$ cat config.mk
export PLATFORM = sky130hd
export DESIGN_NAME = fit_policy_block_allocator
export DESIGN_NICKNAME = d
export VERILOG_FILES = /design/src/sv/fpba_pkg.sv /design/src/sv/fit_policy_block_allocator.sv /design/src/sv/fpba_table.sv
export SDC_FILE = /design/constraint.sdc
export NUM_CORES = 1
export LEC_CHECK = 0
export BUFFER_PORTS_ARGS = -buffer_cell sky130_fd_sc_hd__buf_2
export CORE_ASPECT_RATIO = 1.1
export CORE_MARGIN = 2
export CORE_UTILIZATION = 40
export DETAILED_ROUTE_END_ITERATION = 8
export GPL_ROUTABILITY_DRIVEN = 0
export GPL_TIMING_DRIVEN = 0
export PLACE_DENSITY_LB_ADDON = 0.1
export SLEW_MARGIN = 20
export SYNTH_ARGS = -nofsm -noshare
export SYNTH_HDL_FRONTEND = slang
export SYNTH_SLANG_ARGS = --single-unit
$ cat constraint.sdc
create_clock -name i_clk -period 3.49 [get_ports i_clk]
set_input_delay 0.8725 -clock i_clk [delete_from_list [all_inputs] [get_ports i_clk]]
set_output_delay 0.8725 -clock i_clk [all_outputs]
set_load 0.005 [all_outputs]
$ cat src/sv/fpba_pkg.sv
// Shared types and constants for the fit-policy block allocator.
package fpba_pkg;

    localparam int NUM_BLOCKS = 16;
    localparam int SIZE_BITS  = 16;
    localparam int IDX_W      = $clog2(NUM_BLOCKS);
    localparam int CNT_W      = 5;
    localparam int SLOT_W     = 4;
    localparam int SIZE_W     = 16;
    localparam int CFG_IDX_W  = 1;
    localparam int CFG_DATA_W = 5;

    // register indexes on the config port
    localparam logic [CFG_IDX_W-1:0] CFG_FIT_POLICY  = 1'd0;
    localparam logic [CFG_IDX_W-1:0] CFG_BLOCK_COUNT = 1'd1;

    localparam logic [CNT_W-1:0] BLOCK_COUNT_RST = CNT_W'(NUM_BLOCKS);

    typedef enum logic [1:0] {
        POL_FIRST = 2'd0,
        POL_BEST  = 2'd1,
        POL_WORST = 2'd2
    } t_policy;

    typedef enum logic {
        MODE_LOAD    = 1'b0,
        MODE_REQUEST = 1'b1
    } t_mode;

    typedef enum logic [1:0] {
        ST_IDLE,
        ST_SCAN,
        ST_DONE
    } t_state;

    typedef struct packed {
        logic              mode;
        logic [SLOT_W-1:0] slot;
        logic [SIZE_W-1:0] size;
    } t_in_word;

    typedef struct packed {
        logic              granted;
        logic [SLOT_W-1:0] chosen_block;
        logic [SIZE_W-1:0] remaining;
    } t_out_word;

endpackage

$ cat src/sv/fit_policy_block_allocator.sv
// Top level of the fit-policy block allocator: sequencer, shared compare unit, config.
// Load word: written to the table when taken, no result, busy stays low.
// Request word: one table read per active block through a registered read port,
//   then the result in the done state, after the last compare;
//   busy is high in the scan and result states, so the next word is not
//   taken before the previous result has been shown.
// The result is shown for one cycle with o_done; the receiver cannot stall.
// Reset (i_rst_n low, synchronous): idle, first fit, 16 blocks, all sizes zero.
module fit_policy_block_allocator
    import fpba_pkg::*;
(
    input  logic                  i_clk,
    input  logic                  i_rst_n,
    input  logic                  start,
    output logic                  busy,
    input  t_in_word              i_cmd,
    output logic                  o_done,
    output t_out_word             o_res,
    input  logic                  i_cfg_we,
    input  logic [CFG_IDX_W-1:0]  i_cfg_idx,
    input  logic [CFG_DATA_W-1:0] i_cfg_data
);

    t_state               r_state, n_state;
    logic [1:0]           r_policy;
    logic [CNT_W-1:0]     r_block_count;

    // scan registers
    logic [CNT_W-1:0]     r_active;     // blocks to search, saturated
    logic [CNT_W-1:0]     r_idx;        // next address to read
    logic                 r_pend;       // read data in flight for r_cmp_idx
    logic [IDX_W-1:0]     r_cmp_idx;
    logic [SIZE_BITS-1:0] r_size;
    logic                 r_found;
    logic [IDX_W-1:0]     r_pick;
    logic [SIZE_BITS-1:0] r_best;

    logic                 accept;
    logic                 load_we;
    logic                 slot_ok;
    logic                 issue;
    logic                 take;
    logic                 fits;
    logic                 better;
    logic [SIZE_BITS-1:0] rd_val;
    logic [SIZE_BITS-1:0] left;
    logic                 tbl_we;
    logic [IDX_W-1:0]     tbl_waddr;
    logic [SIZE_BITS-1:0] tbl_wdata;
    logic [CNT_W-1:0]     active_sat;

    assign accept  = start && !busy;
    assign slot_ok = ({1'b0, i_cmd.slot} < (SLOT_W+1)'(NUM_BLOCKS));
    assign load_we = accept && (i_cmd.mode == MODE_LOAD) && slot_ok;
    assign issue   = (r_state == ST_SCAN) && (r_idx < r_active);

    assign active_sat = (r_block_count > CNT_W'(NUM_BLOCKS)) ? CNT_W'(NUM_BLOCKS)
                                                             : r_block_count;

    // shared compare unit: one table word per cycle against request and best so far
    assign fits = (rd_val >= r_size);
    always_comb begin
        case (r_policy)
            POL_BEST:  better = (rd_val < r_best);
            POL_WORST: better = (rd_val > r_best);
            default:   better = 1'b0;   // first fit keeps the first hit
        endcase
    end
    assign take = r_pend && fits && (!r_found || better);

    assign left = r_best - r_size;

    // table write: loads in idle, charge of the chosen block in the result cycle
    always_comb begin
        tbl_we    = 1'b0;
        tbl_waddr = i_cmd.slot[IDX_W-1:0];
        tbl_wdata = i_cmd.size[SIZE_BITS-1:0];
        if (r_state == ST_DONE) begin
            tbl_we    = r_found;
            tbl_waddr = r_pick;
            tbl_wdata = left;
        end else if (load_we) begin
            tbl_we = 1'b1;
        end
    end

    fpba_table u_table (
        .i_clk   (i_clk),
        .i_rst_n (i_rst_n),
        .i_we    (tbl_we),
        .i_waddr (tbl_waddr),
        .i_wdata (tbl_wdata),
        .i_raddr (r_idx[IDX_W-1:0]),
        .o_rdata (rd_val)
    );

    // next state
    always_comb begin
        n_state = r_state;
        case (r_state)
            ST_IDLE: begin
                if (accept && (i_cmd.mode == MODE_REQUEST)) begin
                    n_state = ST_SCAN;
                end
            end
            ST_SCAN: begin
                // last compare lands at this edge, result shows next cycle
                if (!issue) begin
                    n_state = ST_DONE;
                end
            end
            ST_DONE: n_state = ST_IDLE;
            default: n_state = ST_IDLE;
        endcase
    end

    // outputs
    always_comb begin
        busy   = 1'b0;
        o_done = 1'b0;
        o_res  = '0;
        case (r_state)
            ST_IDLE: busy = 1'b0;
            ST_SCAN: busy = 1'b1;
            ST_DONE: begin
                busy               = 1'b1;
                o_done             = 1'b1;
                o_res.granted      = r_found;
                o_res.chosen_block = r_found ? SLOT_W'(r_pick) : '0;
                o_res.remaining    = r_found ? SIZE_W'(left) : '0;
            end
            default: busy = 1'b0;
        endcase
    end

    // control state
    always_ff @(posedge i_clk) begin
        if (!i_rst_n) begin
            r_state       <= ST_IDLE;
            r_policy      <= POL_FIRST;
            r_block_count <= BLOCK_COUNT_RST;
            r_idx         <= '0;
            r_pend        <= 1'b0;
            r_found       <= 1'b0;
        end else begin
            r_state <= n_state;
            if (i_cfg_we) begin
                case (i_cfg_idx)
                    CFG_FIT_POLICY:  r_policy      <= i_cfg_data[1:0];
                    CFG_BLOCK_COUNT: r_block_count <= i_cfg_data;
                    default: ;
                endcase
            end
            if (accept) begin
                r_idx   <= '0;
                r_pend  <= 1'b0;
                r_found <= 1'b0;
            end else begin
                if (issue) begin
                    r_idx <= r_idx + 1'b1;
                end
                r_pend <= issue;
                if (take) begin
                    r_found <= 1'b1;
                end
            end
        end
    end

    // scan payload
    always_ff @(posedge i_clk) begin
        if (accept) begin
            r_size   <= i_cmd.size[SIZE_BITS-1:0];
            r_active <= active_sat;
        end
        r_cmp_idx <= r_idx[IDX_W-1:0];
        if (take) begin
            r_best <= rd_val;
            r_pick <= r_cmp_idx;
        end
    end

endmodule

$ cat src/sv/fpba_table.sv
// Free-size table: one write port, one registered read port, cleared by valid bits.
module fpba_table
    import fpba_pkg::*;
(
    input  logic                 i_clk,
    input  logic                 i_rst_n,
    input  logic                 i_we,
    input  logic [IDX_W-1:0]     i_waddr,
    input  logic [SIZE_BITS-1:0] i_wdata,
    input  logic [IDX_W-1:0]     i_raddr,
    output logic [SIZE_BITS-1:0] o_rdata
);

    logic [SIZE_BITS-1:0]  r_mem [NUM_BLOCKS];
    logic [NUM_BLOCKS-1:0] r_valid;
    logic [SIZE_BITS-1:0]  r_rd_data;
    logic                  r_rd_valid;

    always_ff @(posedge i_clk) begin
        if (i_we) begin
            r_mem[i_waddr] <= i_wdata;
        end
        r_rd_data <= r_mem[i_raddr];
    end

    always_ff @(posedge i_clk) begin
        if (!i_rst_n) begin
            r_valid    <= '0;
            r_rd_valid <= 1'b0;
        end else begin
            if (i_we) begin
                r_valid[i_waddr] <= 1'b1;
            end
            r_rd_valid <= r_valid[i_raddr];
        end
    end

    // never-written entries read as zero
    assign o_rdata = r_rd_valid ? r_rd_data : '0;

endmodule

Word level (Yosys, flattened, before mapping)
Memory sizes are Yosys's and may differ from the RTL's. A register that Yosys moved wholly into a read port is not among the register bits.
Cells that the tools add are included.
{"block": "totals", "mem_bits_rw": 256, "output_inout_bits": 23, "reg_bits": 78, "word_cells": 70, "memories": 1}
{"name": "u_table.r_mem", "depth": 16, "word_bits": 16, "read_ports": 1, "rd_ports_with_merged_regs": 1, "wr": 1, "line": "fpba_table.sv:14", "text": "logic [SIZE_BITS-1:0] r_mem [NUM_BLOCKS];"}
{"block": "op_classes", "n_mux": 20, "n_lt_le_gt_ge": 8, "n_bitwise": 4, "n_reduce_logical": 16, "n_eq_ne": 6, "addsub": 2}
{"cell": "$mux W16", "count": 3}
{"cell": "$mux W21", "count": 1}
{"cell": "$ge A16 B16 Y1", "count": 1}
{"cell": "$gt A16 B16 Y1", "count": 1}
{"cell": "$lt A16 B16 Y1", "count": 1}
{"cell": "$or A16 B16 Y16", "count": 1}
{"cell": "$sub A16 B16 Y16", "count": 1}
{"cell": "$lt A4 B5 Y1 const B", "count": 2}
{"cell": "$mux W1", "count": 8}
{"cell": "$mux W4", "count": 2}
{"cell": "$logic_and A1 B1 Y1", "count": 7}
{"cell": "$reduce_and A2 Y1", "count": 3}
{"cell": "$add A5 B1 Y5 const B", "count": 1}
{"cell": "$gt A5 B5 Y1 const B", "count": 1}
{"cell": "$lt A5 B5 Y1", "count": 1}
{"cell": "$bmux W1 S4", "count": 1}
{"cell": "$demux W1 S4", "count": 1}
{"cell": "$eq A2 B1 Y1 const B", "count": 2}
{"cell": "$eq A2 B2 Y1 const B", "count": 2}
{"cell": "$ge A4 B1 Y1 const B", "count": 1}
{"cell": "$mux W2", "count": 2}
{"cell": "$ne A2 B2 Y1 const B", "count": 2}
{"cell": "$pmux W2 S2", "count": 1}
{"cell": "$reduce_or A2 Y1", "count": 2}
{"cell": "5 further kinds", "count": 8}

Longest topological paths before layout
Gate-level depths: netlist of run 1.
{"block": "logic_depth", "word_depth": 10, "ltp_mapped": 10, "depth_no_buf": 10}

Modules after synthesis
From an unflattened synthesis of run 1, not the netlist that was laid out.
{"block": "hier_totals", "cells_unflattened": 920, "area_unflattened_um2": 14821.7}
{"module": "fpba_table", "seq_area_each_um2": 8348.0, "area_per_inst_um2": 10731.5, "n_inst": 1, "cells_per_inst": 503}
{"module": "fit_policy_block_allocator", "seq_area_each_um2": 1631.6, "area_per_inst_um2": 4090.2, "n_inst": 1, "cells_per_inst": 417}

Least setup slack after synthesis of run 1
No wires, ideal clock.
{"block": "synth_timing", "path_kind": "reg-to-reg", "from": "reg u_table.r_rd_valid", "to": "reg r_best[0], enable pin", "path_stages_with_launch": 10, "t_arrival_ns": 2.951, "required_time_ns": 3.081, "setup_slack_ns": 0.130, "setup_time_ns": 0.409, "cell_sequence": "dfxtp_1 > clkbuf_1 > and2_1 > ha_1 > o21ai_0 > o21bai_1 > a21o_1 > a221oi_1 > nand4b_1 > a31oi_1"}
{"block": "synth_via", "elab_chain_len": 5, "elab_cells_between_ends": 8}
{"item": "start, declared", "line": "fpba_table.sv:17", "text": "logic r_rd_valid;"}
{"item": "start signal, assigned", "line": "fpba_table.sv:34", "text": "r_rd_valid <= r_valid[i_raddr];"}
{"item": "$mux W16 (*)", "line": "fpba_table.sv:39", "text": "assign o_rdata = r_rd_valid ? r_rd_data : '0;"}
{"item": "net rd_val[10]", "line": "fit_policy_block_allocator.sv:45", "text": "logic [SIZE_BITS-1:0] rd_val;"}
{"item": "$gt A16 B16 Y1 or $lt A16 B16 Y1 (tied branches)", "line": "fit_policy_block_allocator.sv:65, fit_policy_block_allocator.sv:64"}
{"item": "$pmux W1 S2", "line": "fit_policy_block_allocator.sv:63", "text": "case (r_policy)"}
{"item": "$logic_or A1 B1 Y1", "line": "fit_policy_block_allocator.sv:69", "text": "assign take = r_pend && fits && (!r_found || better);"}
{"item": "$logic_and A1 B1 Y1 (*)", "line": "fit_policy_block_allocator.sv:69"}
{"item": "net take", "line": "fit_policy_block_allocator.sv:42", "text": "logic take;"}
{"item": "end signal, assigned", "line": "fit_policy_block_allocator.sv:178", "text": "r_best <= rd_val;"}
{"item": "end, declared", "line": "fit_policy_block_allocator.sv:36", "text": "logic [SIZE_BITS-1:0] r_best;"}
The timed path passes the listed nets; every way through them passes the cells marked *.
A chain may end at the register's enable or synchronous reset.

==> impl_metrics.tcl, run 1 <==
set metrics [dict create \
    cp_top_family "compound AO/OA/AOI/OAI gates" \
    multi_input_comb_area_um2 4822 \
    clock_path_buffers 3 \
    io_pins 54 \
    hold_buffers 0 \
    start_util 0.4062 \
    required_ns 2.62 \
    postSynthCellCount 875 \
    vias 8089 \
    critPathMaxStageDelay_ns 0.40 \
    layout.nets 1094 \
    muxShareOfSynthArea 0.1343 \
    path_cells "inv_1, ha_2, inv_2, fa_2, a21o_1, nand4_1, a21oi_2, o41ai_2, xor2_1, nor2_1, buf_2" \
    die_h_um 205.3 \
    gr-usage-all-layers 0.1944 \
    synth-seq-cells 350 \
    seqCellArea_um2 9981 \
    drive_gt1_frac 0.2937 \
    synth-main-ff-cell "edfxtp_1" \
    ys.warnings.count 0 \
    setup_viol 4 \
    r2r-start "u_table.r_rd_valid$_SDFF_PN0_" \
    synth_async_sr_flop_share 0 \
    pre_cts_slack_ns -0.4649 \
    grt_pass1_wl_um 54100 \
    crit_type "reg2out" \
    layout_setup_ws_ns -0.1140 \
    period_share 1.033 \
    n_antenna_cell 0 \
    core_um2 36260 \
    hold_viol 0 \
    path_clk_slew_ns 0.06 \
    grt_pass1_vias 8286 \
    antenna_found_initial 0 \
    hold_path_class "reg2reg" \
    startpoint "r_best[0]$_DFFE_PP_" \
    fin_skew_ns 0.02130 \
    synth-simple-area-share 0.05004 \
    die_area_um2 38370 \
    drv_slew 0 \
    synth_fa_ha_area_frac 0.04808 \
    wl_per_cell_um 23.82 \
    avgSynthCellArea_um2 16.83 \
    drt-initial-drc-count 663 \
    power_density_nw_per_um2 622.0 \
    drv_cap 0 \
    slew_headroom 0.2728 \
    die_x_um 187.0 \
    drc 0 \
    dpl_cell_area_um2 16050 \
    fin_crit_ns 3.604 \
    clock_latency_ns 0.54 \
    ir_drop_mv 0.4611 \
    tightest_slew_ns 1.091 \
    synth_xor_area_frac 0.009515 \
    slowest_stage "edfxtp_1" \
    fmax_mhz 277.5 \
    hold_start "r_idx[0]$_SDFFE_PP0P_" \
    port_buffers 52 \
    rsz0062_at_grt "true" \
    fill_cells 3074 \
    fin_area_um2 17620 \
    status "complete, but fails checks" \
    cp-end-kind "primary output" \
    cts.root.buffer_cell "clkbuf_16" \
    cts-htree-levels 2 \
    tritoncts "built" \
    routed_via_density 5.315 \
    synth_cell_types 54 \
    cts.sinks 350 \
    critPathArrivalTime_ns 2.73 \
    utilization 0.4859 \
    synth_edf_count 297 \
    overflow 0 \
    leakagePower_nw 6.173 \
    grt_max_degree 23 \
    ys_seq_area_frac 0.6776 \
    start_kind "register" \
    routed_wl_um 36250 \
    failed_checks "setup timing" \
    syn_nets 962 \
    detail-route-antenna-nets 0 \
    synth_compound_area_frac 0.05836 \
    fp-row-count 73 \
    dp_hpwl_um 24460 \
    cts_made_buffers 39 \
    path_buf_inv 3 \
    syn_to_final_growth_pct 19.64 \
    crit_fanout 3 \
    syn_area_um2 14730 \
    firstDrtPassIters 5 \
    synth_top_family_by_area "multiplexers" \
]
## per-stage QoR
stage                     cells  total power (W)  TNS, ns  hold WS [ns]
after floorplan             875         0.006320        0        0.3519
after global placement     1414         0.006890  -186.68        0.3653
after detailed placement   1430         0.006995   -8.524        0.3636
after CTS                  1514          0.01099  -0.3297        0.3711
after global routing       1522          0.01144  -0.8680        0.3787
final                      1522          0.01096  -0.2461        0.3726
## flip-flops by register name, summed over array words and instances (netlist names), 5 cells and up
signal / count
u_table.r_valid: 16
r_active: 5
r_best: 16
u_table.r_rd_data: 16
r_idx: 5
u_table.r_mem: 256
r_size: 16
r_block_count: 5
## layout by cell type (no fill, tap or decap), drive strengths merged, types with 18 or more instances in the layout
master,instances
dfxtp,53
inv,50
o21ai,27
o21a,21
edfxtp,297
clkbuf,73
buf,102
ha,55
a21oi,35
mux4,85
nor2,45
and2,18
nand2,34
## worst paths after layout
kind / slack (ns) / cells past startpoint / endpoint
worst max register to register: 0.36 / 10 / r_best[11]$_DFFE_PP_
worst min-delay path: 0.37 / 0 / r_cmp_idx[0]$_DFF_P_
worst max-delay path: -0.11 / 11 / o_res[12]
worst min register to register: 0.37 / 0 / r_cmp_idx[0]$_DFF_P_
## where the power goes
group | internal, W | total [W] | leakage [nW] | switching [W]
combinational | 0.000875 | 0.00211 | 2.51 | 0.00124
clock | 0.00221 | 0.00382 | 0.568 | 0.00160
sequential | 0.00497 | 0.00503 | 3.10 | 0.0000625
total | 0.00806 | 0.0110 | 6.17 | 0.00290
## synth_stat cells (all sizes together) (4+ instances only)
library cell  count  share of area
o21a             21          0.011
dfxtp            53          0.072
xnor2             5         0.0030
a211o             4         0.0024
and2             18         0.0076
o21ai            27         0.0092
a21boi            4         0.0020
nand3            10         0.0034
xor2             11         0.0065
nand2b            9         0.0038
nand4             5         0.0021
nor2             45          0.011
clkbuf           20         0.0051
o211ai            6         0.0031
mux4             85           0.13
buf              11         0.0045
nand2            34         0.0087
or3               5         0.0021
nor2b             5         0.0021
and3              8         0.0034
a21o             12         0.0061
inv              49          0.012
a21oi            35          0.012
ha               55          0.047
edfxtp          297           0.61
nor3              6         0.0020
## layer usage
layer  vias up  GRT usage  routed length, µm  share of wire
li1       3691          -                  -              -
met1      4200     0.2511              15560           0.43
met2       159     0.3468              18730           0.52
met3        39    0.02985               1408          0.039
met4         0    0.04478                550          0.015
met5         -          0                  0              0
## cell families after synthesis
family / after synthesis
DFF: 350
and+or+nand+nor: 151
AOI/OAI and AO/OA: 131
muxes: 91
buffers and inverters: 80
adders and majority gates: 56
xor gates and xnor gates: 16
## cell type report
cell class | count | area share
plain buffers | 31 | 0.008308
clock buffers | 53 | 0.05837
clock inverters | 16 | 0.007456
inverters | 49 | 0.01044
multi-input cells | 445 | 0.2737
flip-flops and latches | 350 | 0.5664
well taps | 487 | 0.03458
repair buffers | 91 | 0.04076
## repair_timing
action                     in CTS  in global routing
resized for setup              35                 14
setup buffers                  15                  8
setup endpoints to repair      32                 24
pin swaps                      19                 20
Power figures use the tool's default switching activity.
==> run 2, diff against run 1 <==
--- a/config.mk
+++ b/config.mk
@@ -7,8 +7,7 @@
 export LEC_CHECK = 0
 export BUFFER_PORTS_ARGS = -buffer_cell sky130_fd_sc_hd__buf_2
 export CORE_ASPECT_RATIO = 1.1
-export CORE_MARGIN = 2
-export CORE_UTILIZATION = 40
+export CORE_UTILIZATION = 56
 export DETAILED_ROUTE_END_ITERATION = 8
 export GPL_ROUTABILITY_DRIVEN = 0
 export GPL_TIMING_DRIVEN = 0
@@ -17,3 +16,4 @@
 export SYNTH_ARGS = -nofsm -noshare
 export SYNTH_HDL_FRONTEND = slang
 export SYNTH_SLANG_ARGS = --single-unit
+export TNS_END_PERCENT = 20
==> impl_metrics.tcl, run 2 (synthesized netlist as in run 1, its figures left out) <==
set metrics [dict create \
    overflow 0 \
    layout.nets 1074 \
    combPwrFrac 0.180 \
    fp-row-count 61 \
    regToRegSetupSlack_ns 0.35 \
    drive_gt1_frac 0.2749 \
    cts-htree-levels 2 \
    fin_area_um2 17230 \
    ir_drop_mv 0.4093 \
    crit_fanout 3 \
    power_frac_seq 0.454 \
    failed_checks "setup timing" \
    ff2ff_path_depth 10 \
    dpl_cell_area_um2 15710 \
    vias 8051 \
    power_density_nw_per_um2 643.5 \
    hold_start "r_idx[0]$_SDFFE_PP0P_" \
    layout_setup_ws_ns -0.1575 \
    n_antenna_cell 0 \
    required_ns 2.62 \
    r2r-start "u_table.r_rd_valid$_SDFF_PN0_" \
    swShare 0.2558 \
    setup_viol 2 \
    drc 0 \
    drv_slew 0 \
    clock_latency_ns 0.52 \
    layout.cells.non_filler 1361 \
    crit_type "reg2out" \
    die_x_um 156.6 \
    cp-end-kind "primary output" \
    wl_per_cell_um 24.10 \
    tightest_slew_ns 1.032 \
    drv_cap 0 \
    slew_headroom 0.3119 \
    grt_pass1_wl_um 48690 \
    antenna_found_initial 0 \
    status "complete, but fails checks" \
    regMostFlops "u_table.r_mem" \
    period_share 1.045 \
    leakagePower_nw 6.101 \
    detail-route-antenna-nets 0 \
    tritoncts "built" \
    hold_buffers 0 \
    hold_viol 0 \
    switchingPower_w 0.002836 \
    holdPathEnd "r_cmp_idx[0]$_DFF_P_" \
    cts.sinks 350 \
    cts.root.buffer_cell "clkbuf_16" \
    die_area_um2 26950 \
    firstDrtPassIters 4 \
    routed_wl_um 32810 \
    fin_crit_ns 3.648 \
    start_kind "register" \
    internal_power_w 0.008250 \
    rsz0062_at_grt "true" \
    grt_max_degree 23 \
    io_pins 54 \
    critPathArrivalTime_ns 2.78 \
    routed_via_density 5.916 \
    largest_reg_flops 256 \
    min_path_cells 0 \
    dp_hpwl_um 21810 \
    cts_made_buffers 36 \
    fin_skew_ns 0.01514 \
    fill_cells 1709 \
    hold_path_class "reg2reg" \
    gr-usage-all-layers 0.2537 \
    fmax_mhz 274.2 \
    drt-initial-drc-count 641 \
    path_clk_slew_ns 0.06 \
    port_buffers 52 \
    clock_path_buffers 3 \
    dp.cells 1288 \
    syn_to_final_growth_pct 16.98 \
    layout_commonest_cell "edfxtp_1" \
    start_util 0.5760 \
    core_um2 25570 \
    worst_r2r_endpoint "r_best[5]$_DFFE_PP_" \
    clock_power_share 0.366 \
    final_cell_mix "edfxtp_1, mux4_2, buf_2" \
    die_h_um 172.1 \
    grt_pass1_vias 8065 \
]
[run 2: cell count changes in the layout (fill, tap and decap cells not counted), sizes merged]
cell and change:
buf -17, bufinv +3, clkbuf -3, clkinv -4
clkinvlp -1, inv +2
[run 2: how the worst max path moves through the flow]
stage	start	to	depth (start not counted)	slack (ns)
floorplan	u_table.r_rd_valid$_SDFF_PN0_	r_best[0]$_DFFE_PP_	9	0.13
global placement	u_table.r_rd_valid$_SDFF_PN0_	r_best[10]$_DFFE_PP_	9	-1.38
detailed placement	u_table.r_rd_valid$_SDFF_PN0_	r_best[10]$_DFFE_PP_	10	-0.20
CTS	r_best[1]$_DFFE_PP_	o_res[15]	8	-0.19
global route	r_best[0]$_DFFE_PP_	o_res[12]	11	-0.26
finish	r_best[0]$_DFFE_PP_	o_res[12]	11	-0.16
[run 2: per-layer routing]
layer	track usage	routed length [µm]
met5	0	0
met3	0.05013	2014
met2	0.4433	16750
met4	0.07289	786
met1	0.3231	13250
[run 2: power by group through the flow]
stage	Clock, W	Combinational (W)	Sequential [W]
floorplan	0	0.00123	0.00509
global placement	0	0.00169	0.00512
detailed placement	0	0.00180	0.00512
CTS	0.00410	0.00186	0.00503
global route	0.00425	0.00217	0.00505
finish	0.00406	0.00200	0.00503
[run 2: repair_timing]
action	CTS	global route
buffers inserted	2	5
pin swaps	7	6
endpoints found under the setup margin	32	32
resized for setup	15	27
[run 2: area by class of cell]
| type | count | area, µm² | share of cell area |
|---|---|---|---|
| clock inverters | 16 | 215.2 | 0.01249 |
| flip-flops and latches | 350 | 9981 | 0.5793 |
| clock buffers | 50 | 1046 | 0.06071 |
| inverters | 49 | 183.9 | 0.01068 |
| repair buffers | 74 | 483.0 | 0.02803 |
| multi-input cells | 445 | 4741 | 0.2752 |
| plain buffers | 31 | 146.4 | 0.008497 |
| well taps | 346 | 432.9 | 0.02513 |
[run 2: through the flow]
step           TNS, ns  utilization  total power, W  hold slack (ns)  setup slack [ns]
2_1_floorplan        0            -        0.006320           0.3519            0.1302
3_3_place_gp   -117.56       0.6031        0.006810           0.3617            -1.379
3_5_place_dp    -3.373       0.6146        0.006920           0.3621           -0.2048
4_1_cts        -0.6259       0.6663         0.01100           0.3708           -0.1877
5_1_grt        -0.9038       0.6738         0.01146           0.3906           -0.2582
6_report       -0.2759       0.6738         0.01109           0.3695           -0.1575
[run 2: critical path: stages, from the launching register on]
cell,delay [ns]
edfxtp_1,0.41
inv_2,0.09
ha_4,0.13
inv_2,0.04
fa_2,0.34
a21o_1,0.19
nand4_1,0.18
a21oi_4,0.13
o41ai_4,0.26
xor2_1,0.28
nor2_1,0.08
buf_2,0.14
